<file path="src/design/lsd_pkg.sv">
// Shared constants for the decimal LSD radix sorter.
// No dependencies. Used by the divide-by-ten unit, the top level and the testbench.
package lsd_pkg;

    localparam int VAL_W         = 31;
    localparam int RAM_W         = 2 * VAL_W;
    localparam int DIGIT_W       = 4;
    localparam int NUM_DIGITS    = 10;
    localparam int MAX_ITEMS_DEF = 64;

    // A 31-bit q times RECIP, shifted right by Q_SHIFT, is q / 10.
    localparam logic [31:0] RECIP   = 32'hCCCC_CCCD;
    localparam int          Q_SHIFT = 35;
    localparam int          PROD_W  = VAL_W + 32;
    localparam int          QUOT_W  = PROD_W - Q_SHIFT;

    localparam logic [DIGIT_W-1:0] PASS_LIMIT = 4'd10;
    localparam logic [DIGIT_W-1:0] LAST_DIGIT = 4'd9;

endpackage

</file>
<file path="src/design/lsd_div10.sv">
// Shared divide-by-ten unit: reciprocal multiply, one register, then remainder.
// Depends on lsd_pkg.
module lsd_div10 (
    input  logic                             clk,
    input  logic                             rst_n,
    input  logic                             in_v,
    input  logic [lsd_pkg::VAL_W-1:0]        q,
    input  logic [lsd_pkg::VAL_W-1:0]        tag,
    output logic                             out_v,
    output logic [lsd_pkg::QUOT_W-1:0]       quot,
    output logic [lsd_pkg::DIGIT_W-1:0]      digit,
    output logic [lsd_pkg::VAL_W-1:0]        tag_out
);

    logic [lsd_pkg::PROD_W-1:0] prod_next;
    logic [lsd_pkg::PROD_W-1:0] prod_reg;
    logic [lsd_pkg::VAL_W-1:0]  q_reg;
    logic [lsd_pkg::VAL_W-1:0]  tag_reg;
    logic                       v_reg;
    logic [lsd_pkg::VAL_W-1:0]  tenq;
    logic [lsd_pkg::VAL_W-1:0]  rem;

    assign prod_next = lsd_pkg::PROD_W'(q) * lsd_pkg::PROD_W'(lsd_pkg::RECIP);

    always_ff @(posedge clk or negedge rst_n)
    begin
        if (!rst_n)
        begin
            v_reg <= 1'b0;
        end
        else
        begin
            v_reg <= in_v;
        end
    end

    always_ff @(posedge clk)
    begin
        prod_reg <= prod_next;
        q_reg    <= q;
        tag_reg  <= tag;
    end

    assign quot    = prod_reg[lsd_pkg::PROD_W-1:lsd_pkg::Q_SHIFT];
    assign tenq    = lsd_pkg::VAL_W'({quot, 3'b000}) + lsd_pkg::VAL_W'({quot, 1'b0});
    assign rem     = q_reg - tenq;
    assign digit   = rem[lsd_pkg::DIGIT_W-1:0];
    assign out_v   = v_reg;
    assign tag_out = tag_reg;

endmodule

</file>
<file path="config.mk">
export PLATFORM = sky130hd
export DESIGN_NAME = lsd_div10
export DESIGN_NICKNAME = d
export VERILOG_FILES = /design/src/design/lsd_pkg.sv /design/src/design/lsd_div10.sv
export SDC_FILE = /design/constraint.sdc
export NUM_CORES = 1
export LEC_CHECK = 0
export ABC_AREA = 1
export ABC_CLOCK_PERIOD_IN_PS = 1000
export BUFFER_PORTS_ARGS = -buffer_cell sky130_fd_sc_hd__buf_2
export CAP_MARGIN = 20
export CORE_ASPECT_RATIO = 1.4
export CORE_MARGIN = 2
export CORE_UTILIZATION = 25
export DETAILED_ROUTE_END_ITERATION = 6
export HOLD_SLACK_MARGIN = 0.05
export PLACE_DENSITY_LB_ADDON = 0.08
export SYNTH_ARGS = -nofsm -noshare
export SYNTH_HDL_FRONTEND = slang
export SYNTH_SLANG_ARGS = --single-unit
</file>
<file path="constraint.sdc">
create_clock -name clk -period 1 [get_ports clk]
set_input_delay 0.05 -clock clk [delete_from_list [all_inputs] [get_ports clk]]
set_output_delay 0.05 -clock clk [all_outputs]
set_load 0.02 [all_outputs]
</file>
; Word level (Yosys, flattened, before mapping)
; Index checks and enable logic that the tools add are counted.
; Widths: inputs -> output; s select.
[totals]
reg_bits = 99
latchBits = 0
mem_bits_rw = 0
romBits = 0
inputBits = 65
out_inout_bits = 64
wordCells = 7
n_memories = 0
[classes]
add_sub_neg = 2
multipliers = 1
div = 0
order_cmp = 0
eq_ne = 0
n_shift = 0
n_mux = 0
n_bitwise = 0
n_reduce_logical = 0
[op_table]
columns = cell, n
row1 = $mul 31x32->63 const B, 1
row2 = $add 4x4->4, 1
row3 = $sub 4x4->4, 1

; Logic depth before layout (Yosys ltp)
[depth]
word_depth = 2
mapped_depth = 30
depth_no_buf = 30

; Least setup slack after synthesis
; No wires, ideal clock.
[synth_timing]
path_type = input to register
startpoint = input q[16] (netlist name)
endpoint = register prod_reg[47] (netlist name)
setup_ns = 0.113
arrival_time_ns = 5.330
required_time_ns = 0.887
path_slack_ns = -4.442
stages = 24
n_path_buf = 0
path_cell_list = ha_1 > fa_1 > inv_1 > fa_1 > inv_1 > fa_1 > inv_1 > fa_1 > inv_1 > fa_1 > fa_1 > inv_1 > fa_1 > inv_1 > ha_1 > nand2_1 > nor2_2 > inv_2 > nor2_2 > nand2_1 > nor3_2 > o21ai_1 > nand4_1 > nand2_1
[synth_between]
elab_chain_len = 1
[synth_lines]
columns = element, line
row1 = from (decl), lsd_div10.sv:7  ; input logic [lsd_pkg::VAL_W-1:0] q,
row2 = $mul 31x32->63, lsd_div10.sv:23  ; assign prod_next = lsd_pkg::PROD_W'(q) * lsd_pkg::PROD_W'(lsd_pkg::RECIP);
row3 = "via prod_next, one bit", lsd_div10.sv:15  ; logic [lsd_pkg::PROD_W-1:0] prod_next;
row4 = to (signal assigned), lsd_div10.sv:39  ; prod_reg <= prod_next;
row5 = to (decl), lsd_div10.sv:16  ; logic [lsd_pkg::PROD_W-1:0] prod_reg;
; The timed path passes the listed nets, and every way through them passes these cells.

; Worst setup path in the final report
[layout_timing]
startpoint = input q[5] (netlist name)
endpoint = register prod_reg[58] (netlist name)
; The elaborated chain is that of the path after synthesis.

==> out/results.env <==
FINALHOLDVIOLCOUNT=0
SYN_AREA_SQ_MM=0.0154
CLOCK_TREE.BUFFER_DEPTH=2
CPLARGESTDELAYFAMILY='adder cells'
GRT_PASS1_WL_MM=86.4
START_UTIL=0.253
TIMING_WORST_SETUP_PATH_TYPE='input pin to flop'
DIE_X_UM=214
CHIPHEIGHT_UM=298
END_KIND='flop'
VIA_COUNT=13100
FINAL_LAYOUT_SIZE_SUFFIX_GT1_FRAC=0.356
WORST-PATH-BUF-INV=8
CRITICAL_PATH.MAX_FANOUT=3
CTS_TREE='yes'
FIN_CRIT_SH=5.39
NUMBER_OF_UNIQUE_STANDARD_CELL_TYPES_USED_BY_SYNTHESIS=31
CRITPATHREQUIREDTIME_NS=1.24
SYNTHESIS.AREA_PER_INSTANCE_SQ_UM=8.06
CRITICAL_PATH.MOST_COMMON_CELL='sky130_fd_sc_hd__nand2_1'
MAX_REG_FLOPS=31
YOSYS.AREA_SHARE.XOR_XNOR=0.0188
NUMBER_OF_REMAINING_DRC_ERRORS=0
ARRIVAL_NS=5.62
WORSTHOLDPATHTYPE='input pin to flop'
WIRELENGTH_MM=55.6
POST-SYNTH-TOP-AREA-CELL='sky130_fd_sc_hd__fa_1'
FAILED_CHECKS='setup timing'
DIEAREA_SQ_MM=0.0637
YOSYS_WARNINGS=0
DRT.ANTENNA.VIOLATING_NETS=0
DETAILEDROUTE.FIRSTITERATIONVIOLATIONS=399
CTS.HTREE.LEVELS=3
PIN_COUNT_OF_THE_BIGGEST_NET_ENTERING_GLOBAL_ROUTING=13
DIODES=0
ROOT_CELL_OF_THE_CLOCK_TREE='sky130_fd_sc_hd__clkbuf_16'
AREA_DELTA_SYNTH_FINAL_PCT=40.4
SLEW_HEADROOM=0.775
STARTPOINT_OF_THE_MOST_CRITICAL_SETUP_PATH='q[5]'
RSZ0062_AT_GRT='yes'
NUMBER_OF_BUFFERS_CREATED_BY_CTS=9
POST-DP-HPWL_MM=51.9
SEQ_AREA_FRAC_SYNTH=0.0834
GR-USAGE-ALL-LAYERS=0.183
COUNT_OF_CELLS_ALONG_THE_WORST_HOLD_PATH=2
ROUTED_WIRE_LENGTH_PER_INSTANCE_UM=17.5
CORE.ROWCOUNT=107
YOSYS.AREA_SHARE.SIMPLE=0.167
TIMING.FINAL.WS_SETUP_NS=-4.39
GRT_ANTENNA_BEFORE_REPAIR=1
NUMPORTBUFFERS=128
PERIOD_NEEDED_NS=5.39
SYNTH_COMPOUND_GATE_AREA_SHARE=0.0471
WORST_SETUP_HOLD_PATH_CLK_SLEW_NS=0.06
REPORT.FINAL.SETUP_VIOL=33
HOLD-PATH-ENDPOINT='tag_out[23]$_DFF_P_'
DRV_CAP=0
RUN_STATUS='complete, but fails checks'
SYNTH_ADDER_AREA_SHARE=0.546
FIN_AREA_SQ_MM=0.0216
DP_WORST_SETUP_SLACK_NS=-5.09
SYNTH_TOP_CELLS_BY_AREA='sky130_fd_sc_hd__fa_1 (30%), sky130_fd_sc_hd__ha_1 (25%), sky130_fd_sc_hd__inv_1 (12%)'
FMAX_GHz=0.186
WORST-SLEW-PIN-TRANSITION_NS=0.335
CPMAXSTAGEDELAYCELL='sky130_fd_sc_hd__fa_2'
CTS.SINK_COUNT=64
NETS=2955
MAPPEDNETLISTNETS=2511
POSTSYNTHCELLCOUNT=1912
CORE_AREA_SQ_MM=0.0609
MOST_COMMON_LIBRARY_CELL_IN_THE_LAYOUT_IGNORING_FILL_AND_TAPS='sky130_fd_sc_hd__inv_1'
AVGVIACOUNTPERCELL=4.11
FIRST_PASS_ITERS=4
WORST_SETUP_PATH_START_KIND='input pin'
DRV_SLEW=0
FRACTION_OF_SYNTHESIZED_AREA_IN_MULTIPLEXERS=0
MOST-COMMON-LAYOUT-CELLS='sky130_fd_sc_hd__inv_1 (441), sky130_fd_sc_hd__nand2_1 (306), sky130_fd_sc_hd__buf_4 (290)'
SYNTH_SEQ_CELLS=64
IO_PINS=129
GLOBALPLACE.CONGESTION=0.897
HOLD_PATH_STARTPOINT='tag[23]'
FIRST_GLOBAL_VIAS=14900
SYNTH_TOP_FAMILY_BY_AREA='adder cells'
PLACEMENT_CELL_AREA_SQ_MM=0.0194
GLOBALROUTEOVERFLOWTOTAL=0
WORST_STAGE_DELAY_ON_THE_CRITICAL_PATH_NS=0.62
SYNTH_TOP_AREA_SHARE=0.300
## cells in the mapped netlist (all sizes together)
cell / number
nor2: 129
buf: 28
inv: 508
dfxtp: 63
clkinv: 1
nand3: 49
nand4: 12
a21boi: 1
ha: 303
or2: 2
nand2: 403
nor3: 12
a21o: 6
xnor2: 16
clkbuf: 1
o21a: 2
a21oi: 76
o21bai: 8
dfrtp: 1
fa: 231
o21ai: 42
xor2: 17
nor4: 1
## repair_timing
item / in CTS / in global routing
resized for setup: 236 / 116
hold endpoints to repair: 37 / 0
gates cloned: 0 / 0
buffers inserted: 14 / 4
hold buffers: 38 / 0
setup endpoints to repair: 37 / 34
pin swaps: 111 / 62
## how the worst max path moves through the flow
stage,to,cells past startpoint
2_1_floorplan,prod_reg[55]$_DFF_P_,23
3_3_place_gp,prod_reg[48]$_DFF_P_,25
3_5_place_dp,prod_reg[55]$_DFF_P_,22
4_1_cts,prod_reg[58]$_DFF_P_,28
5_1_grt,prod_reg[58]$_DFF_P_,27
6_report,prod_reg[58]$_DFF_P_,27
## cell families after synthesis
logic type / Yosys count
flops: 64
simple gates: 608
buf+inv: 538
compound gates: 135
xor+xnor: 33
fa+ha+maj: 534
## per-stage QoR
stage               hold slack (ns)  utilization  setup TNS [ns]  cells
floorplan                    -0.246            -         -117.52   1912
global placement             -0.175        0.319         -139.23   3108
detailed placement           -0.174        0.319         -139.53   3108
CTS                           0.316        0.348         -124.52   3175
global route                  0.325        0.355         -129.07   3178
finish                        0.336        0.355         -122.76   3178
## routing by layer
metal	up-vias	wire length, um	track usage
met5	-	18	0
met4	2	1470	0.0425
met3	54	1110	0.0140
met2	149	31000	0.365
met1	6209	22000	0.206
li1	6647	-	-
## final cells by class
| cell class | instances | area [sq um] |
|---|---|---|
| Fill cell | 6436 | 39300 |
| Multi-Input combinational cell | 1310 | 13700 |
| Timing Repair Buffer | 462 | 3400 |
| Inverter | 509 | 1940 |
| Sequential cell | 64 | 1300 |
| Tap cell | 817 | 1020 |
| Clock buffer | 10 | 239 |
| Clock inverter | 6 | 90.1 |
Power is not shown: default switching activity piles up to over one toggle a cycle in this logic, so the estimate is an artifact.
