==> src/design/lsd_ram.sv <==
// Generic single-write, single-read RAM with registered read data.
// No dependencies.
module lsd_ram #(
    parameter int W     = 8,
    parameter int DEPTH = 16
) (
    input  logic                     clk,
    input  logic                     we,
    input  logic [$clog2(DEPTH)-1:0] waddr,
    input  logic [W-1:0]             wdata,
    input  logic [$clog2(DEPTH)-1:0] raddr,
    output logic [W-1:0]             rdata
);

    logic [W-1:0] mem_reg [DEPTH];
    logic [W-1:0] rdata_reg;

    always_ff @(posedge clk)
    begin
        if (we)
        begin
            mem_reg[waddr] <= wdata;
        end
        rdata_reg <= mem_reg[raddr];
    end

    assign rdata = rdata_reg;

endmodule

==> config.mk <==
export PLATFORM = sky130hd
export DESIGN_NAME = lsd_ram
export DESIGN_NICKNAME = d
export VERILOG_FILES = /design/src/design/lsd_ram.sv
export SDC_FILE = /design/constraint.sdc
export NUM_CORES = 1
export LEC_CHECK = 0
export BUFFER_PORTS_ARGS = -buffer_cell sky130_fd_sc_hd__buf_2
export CAP_MARGIN = 20
export CORE_MARGIN = 2
export CORE_UTILIZATION = 44
export CTS_CLUSTER_DIAMETER = 60
export DETAILED_ROUTE_END_ITERATION = 12
export GPL_TIMING_DRIVEN = 1
export SLEW_MARGIN = 5
export SYNTH_ARGS = -nofsm -noshare
export SYNTH_HDL_FRONTEND = slang
export SYNTH_SLANG_ARGS = --single-unit
==> constraint.sdc <==
create_clock -name clk -period 5.25 [get_ports clk]
set_input_delay 0.7875 -clock clk [delete_from_list [all_inputs] [get_ports clk]]
set_output_delay 0.7875 -clock clk [all_outputs]
set_load 0.005 [all_outputs]
Word level (Yosys, flattened, before mapping):

Memory sizes are Yosys's and may differ from the RTL's. A register that Yosys moved wholly into a read port is not among the register bits.
Index checks and enable logic that the tools add are counted.

* flip-flop bits (word level): 0
* memory bits (writable): 128
* input port bits: 18
* word-level logic and storage cells: 3
* memories kept: 1

* mux-type cells: 2

Memories
* mem_reg: depth 16, width 8, read ports 1, clocked after memory_dff 1, write ports 1, RTL line 15 `logic [W-1:0] mem_reg [DEPTH];`

Operators with widths (number)
* 1-bit 2-to-1 mux: 2

Logic depth before layout (Yosys ltp):

Gate-level depths: netlist of the first run.

* depth after elaboration: 2
* depth in mapped cells: 5
* depth with buffers taken out: 3

Worst setup path after synthesis of the first run:

No wires, ideal clock.

* kind: input to register
* from: in waddr[2]
* to: mem mem_reg[0][0] (enable)
* library setup time: 383 ps
* arrival time: 1897 ps
* slack: 2970 ps
* cell stages on the path: 2
* buffers on the path: 0
* cell sequence: or3b_2 -> nor3_1

RTL lines
* start: declaration: RTL line 9 `input logic [$clog2(DEPTH)-1:0] waddr,`
* end: declaration: RTL line 15

Straight into the memory's write port.

==> results of run 1 <==
-- synthesized netlist by cell type --
cell	instances	area (sq um)
and2_1	1	6.26
mux4_2	18	405
buf_2	3	15.0
nor2_1	13	48.8
nor3_1	4	20.0
nand2_1	9	33.8
edfxtp_1	128	3840
or3b_2	1	8.76
buf_4	1	7.51
nor2b_1	1	6.26
and2b_1	1	7.51
dfxtp_1	8	160
mux4_1	14	368
nand3b_1	2	15.0
nand3_1	1	5.00
a22oi_1	16	120
nand2b_1	2	12.5
buf_6	3	33.8
clkdlybuf4s25_2	3	30.0
-- power by group --
part | total [uW] | internal (uW) | switching, uW
Sequential | 1220 | 1210 | 7.25
Clock | 1120 | 717 | 406
Combinational | 104 | 43.7 | 60.0
Total | 2450 | 1980 | 473
-- final cells by class --
| class | count | area [sq um] |
|---|---|---|
| clock buffers | 22 | 464 |
| multi-input cells | 83 | 1060 |
| well taps | 143 | 179 |
| flip-flops and latches | 136 | 4000 |
| repair buffers | 29 | 153 |
| fillers | 941 | 5460 |
| clock inverters | 10 | 101 |
-- through the flow --
| stage | total power [uW] | util | instances | setup WS (ns) | instance area, sq um |
|---|---|---|---|---|---|
| 2_1_floorplan | 1300 | - | 229 | 2.97 | 5150 |
| 4_1_cts | 2470 | 0.522 | 423 | 2.89 | 5960 |
| 5_1_grt | 2530 | 0.522 | 423 | 2.80 | 5960 |
| 6_report | 2450 | 0.522 | 423 | 2.97 | 5960 |
| 3_5_place_dp | 1350 | 0.473 | 391 | 2.46 | 5400 |
| 3_3_place_gp | 1350 | 0.472 | 390 | 2.41 | 5390 |
-- cell families after synthesis --
logic type | count (synthesis) | share of synthesized area
AND/OR/NAND/NOR | 35 | 0.0318
buffers and inverters | 10 | 0.0168
multiplexers | 32 | 0.150
flip-flops | 136 | 0.778
AO/OA/AOI/OAI | 16 | 0.0233
-- layout by cell type, fill, tap and decap left out, drive strengths merged, types with 2 or more instances in the layout --
cell type and n:
nand2 9, buf 29, edfxtp 128, clkinv 7, mux4 32, nand3b 2
dfxtp 8, nand2b 2, a22oi 16, clkbuf 22, nor2 13, bufinv 2
nor3 4
-- path summary, 6_finish.rpt --
kind | to | from | depth (start not counted) | slack [ns]
setup reg to reg | rdata[0]$_DFF_P_ | mem_reg[10][0]$_DFFE_PP_ | 3 | 3.88
setup / recovery | rdata[2]$_DFF_P_ | raddr[0] | 5 | 2.97
hold / removal | rdata[0]$_DFF_P_ | mem_reg[4][0]$_DFFE_PP_ | 3 | 0.66
hold reg to reg | rdata[0]$_DFF_P_ | mem_reg[4][0]$_DFFE_PP_ | 3 | 0.66
-- worst min-delay path, cell delays in order, from the launching register on --
cell and delay [ns]:
edfxtp_1 0.31, mux4_1 0.21, a22oi_1 0.06, nand2_1 0.06
-- routing by layer --
metal / track usage / wire length (microns) / vias to the layer above
met3: 0.0545 / 510 / 8
met1: 0.222 / 4220 / 1204
met4: 0.0512 / 108 / 0
met5: 0 / 0 / -
li1: - / - / 1050
met2: 0.265 / 4860 / 66
==> summary.txt, run 1 <==
Outcome
  – Status: complete, no violations

Finish
  – Number of flip-flops under the largest register name: 128
  – Syn-to-layout area delta: 15.8%
  – N_diodes: 0
  – Post-layout net count: 285
  – Fraction of final layout cells sized beyond drive strength 1: 0.275

Critical path
  – Worst setup SP type: input pin
  – Worst-path cell with the longest stage delay: mux4_1
  – Maximum net fanout on the critical path: 18
  – Worst path buffer plus inverter count: 2
  – Category of the worst setup path capture point: register
  – Cell class contributing the biggest share of worst-path delay: buffers and inverters
  – Critical path type: input pin to register
  – Cells along the critical path: buf_2 -> buf_4 -> mux4_1 -> a22oi_1 -> nand2_1
  – Data arrival at the endpoint of the critical path: 2.57 ns
  – Data required time of the worst path: 5.54 ns
  – Critical Path Max Stage Delay: 0.59 ns

STA
  – Peak Freq: 0.438 GHz
  – Post-route clock period utilization: 0.435
  – Transition time at the pin with the least slew margin: 0.997 ns
  – Post-Route Skew: 0.00551 ns
  – Setup repair after global routing missed its margin: no
  – Worst hold margin: 0.662 ns
  – Summed negative setup slack over all endpoints: 0 ns
  – Number of pins exceeding their max-slew limit in the final report: 0
  – Worst slew margin relative to its limit: 0.333
  – Final Setup Violations: 0
  – Number of failing hold endpoints at the final stage: 0
  – Min cycle time layout: 2.28 ns

GRT
  – Aggregate global-route resource usage: 0.167
  – Pin count of the biggest net entering global routing: 33
  – First-pass GRT wire length: 14,700 microns
  – Global route overflow: 0
  – Initial antenna violation count: 0
  – Number of global-route vias before repair: 2,485

Place
  – Input/output buffers: 25
  – Final weighted congestion in routability-driven placement: 0.710
  – Detailed Place HPWL: 5940 microns

Min path
  – Worst hold path class: register to register

Power and ir drop
  – Leakage power of the design: 0.00200 uW
  – Power Dens Cells: 411 nW/um^2
  – Peak VDD IR: 0.242 mV

Die
  – Initial Utilization: 0.451
  – Core area: 11,400 sq um
  – Vert. Die Dim: 112 microns
  – Placement Rows: 39
  – Area of the die: 12,600 sq um
  – Number of primary I/O pins: 26
  – Die X: 112 microns

Job
  – Max-cap viol count: 0

Synth
  – Total nets after synthesis: 247
  – Per-instance average area after synthesis: 22.5 sq um
  – Netlist cell types: 19
  – Synth Warn #: 0
  – Sequential fraction of the synthesis area: 0.778
  – Cell area after technology mapping: 5150 sq um
  – Synthesized netlist cell count: 229
  – Flop and latch count out of synthesis: 136

Clock network
  – Count of hold buffers inserted by post-cts repair: 0
  – CTS Buf Count: 17
  – Post-CTS setup buffer count: 0
  – CTS HTree Levels: 4
  – Clock slew at the register clock pins of the worst setup and hold paths: 0.05 ns
  – Clock tree from TritonCTS: built
  – Post-CTS sizing: 0
  – Root Driver: clkbuf_16
  – Number of sinks on the clock net: 136
  – Maximum root-to-sink buffer count: 2
  – Skew-Pair Late Insertion Delay: 0.40 ns

Route
  – Antenna viol nets, final: 0
  – Initial drt markers: 133
  – Vias: 2,328
  – 1st-pass router iterations: 4
  – Drt wl/cell: 22.9 microns
  – Final Routed Wirelength: 9700 microns
  – Number of vias per cell: 5.50
  – DRC Markers: 0
Note: power is estimated with default switching activity, not from simulation.
==> run 2, diff against run 1 <==
Clock period 5.25 ns to 2.05 ns, I/O delays scaled along.
==> summary.txt, run 2 (same netlist as run 1, synthesis figures left out) <==
Finish
  – Leading cell types in the layout, fill and taps excluded: edfxtp_1 (128), buf_2 (25), mux4_2 (18), buf_4 (18), clkbuf_16 (17)
  – Count of non-filler cells in the finished layout: 440
  – N_diodes: 0
  – Most common cell after layout, fill and taps aside: edfxtp_1
  – Syn-to-layout area delta: 19.5%
  – Fraction of final layout cells sized beyond drive strength 1: 0.313
  – Layout Utilization: 0.539
  – Post-layout net count: 302
  – Number of flip-flops under the largest register name: 128

STA
  – Transition time at the pin with the least slew margin: 0.490 ns
  – Summed negative setup slack over all endpoints: 0 ns
  – Peak Freq: 0.719 GHz
  – Number of failing hold endpoints at the final stage: 0
  – Worst slew margin relative to its limit: 0.672
  – Worst Slack Setup Final: 0.660 ns
  – Setup repair after global routing missed its margin: no
  – Worst hold margin: 0.289 ns
  – Post-Route Skew: 0.00637 ns
  – Final Setup Violations: 0
  – Min cycle time layout: 1.39 ns
  – Number of pins exceeding their max-slew limit in the final report: 0
  – Post-route clock period utilization: 0.678

Clock network
  – Maximum root-to-sink buffer count: 2
  – CTS HTree Levels: 4
  – Count of hold buffers inserted by post-cts repair: 0
  – Post-CTS sizing: 0
  – Root Driver: clkbuf_16
  – CTS Buf Count: 17
  – Clock tree from TritonCTS: built
  – Number of sinks on the clock net: 136
  – Skew-Pair Late Insertion Delay: 0.40 ns
  – Clock slew at the register clock pins of the worst setup and hold paths: 0.06 ns
  – Post-CTS setup buffer count: 0

Die
  – Core area: 11,400 sq um
  – Area of the die: 12,600 sq um
  – Initial Utilization: 0.451
  – Die X: 112 microns
  – Placement Rows: 39
  – Number of primary I/O pins: 26
  – Vert. Die Dim: 112 microns

GRT
  – Initial antenna violation count: 0
  – First-pass GRT wire length: 15,100 microns
  – Pin count of the biggest net entering global routing: 33
  – Global route overflow: 0
  – Aggregate global-route resource usage: 0.169
  – Number of global-route vias before repair: 2,531

Critical path
  – Data required time of the worst path: 2.33 ns
  – Category of the worst setup path capture point: register
  – Maximum net fanout on the critical path: 1
  – Depth of the most critical reg-to-reg path: 3
  – Worst setup SP type: register
  – Critical path type: register to register
  – Data arrival at the endpoint of the critical path: 1.67 ns

Outcome
  – Status: complete, no violations

Route
  – Final Routed Wirelength: 9750 microns
  – Initial drt markers: 210
  – Vias: 2,419
  – Number of vias per cell: 5.50
  – Drt wl/cell: 22.2 microns
  – Antenna viol nets, final: 0
  – 1st-pass router iterations: 4
  – DRC Markers: 0

Min path
  – Worst hold path class: input pin to register
  – Number of cells on the worst hold path: 1

Place
  – Detailed Place HPWL: 6130 microns
  – Final weighted congestion in routability-driven placement: 0.724
  – Post-placement setup slack: 0.232 ns
  – Input/output buffers: 25
  – Cell count after placement: 408

Job
  – Max-cap viol count: 0

Power and ir drop
  – Leakage power of the design: 0.00211 uW
  – Peak VDD IR: 0.453 mV
  – Power Dens Cells: 1040 nW/um^2
-- run 2: path summary, 6_finish.rpt --
path	startpoint	to	slack [ns]
min	wdata[0]	mem_reg[8][0]$_DFFE_PP_	0.29
max reg2reg	mem_reg[9][7]$_DFFE_PP_	rdata[7]$_DFF_P_	0.66
min reg2reg	mem_reg[15][1]$_DFFE_PP_	rdata[1]$_DFF_P_	0.67
max	mem_reg[9][7]$_DFFE_PP_	rdata[7]$_DFF_P_	0.66
-- run 2: metrics by stage --
step | total power [uW] | cell area, sq um
floorplan | 3340 | 5150
global placement | 3480 | 5560
detailed placement | 3490 | 5560
CTS | 6470 | 6150
global route | 6630 | 6150
finish | 6410 | 6150
-- run 2: layout make-up --
cell class                      count  area, sq um
Multi-Input combinational cell     83         1060
Clock inverter                      9          123
Tap cell                          143          179
Fill cell                         908         5270
Sequential cell                   136         4000
Clock buffer                       23          468
Timing Repair Buffer               46          320
-- run 2: power breakdown --
group | leakage (uW) | total (uW) | switching [uW] | internal, uW
clock network | 0.000291 | 2990 | 1020 | 1970
logic | 0.000595 | 288 | 159 | 130
registers | 0.00122 | 3130 | 22.7 | 3110
-- run 2: worst max-delay path, stage by stage (launching register included) --
cell,delay [ns]
edfxtp_1,0.39
mux4_2,0.50
a22oi_1,0.30
nand2_1,0.07
-- run 2: metal layers --
| layer | share of wire | vias up | global-route usage |
|---|---|---|---|
| met5 | 0 | - | 0 |
| met1 | 0.44 | 1254 | 0.235 |
| li1 | - | 1080 | - |
| met4 | 0.013 | 0 | 0.0610 |
| met3 | 0.054 | 10 | 0.0421 |
| met2 | 0.49 | 75 | 0.264 |
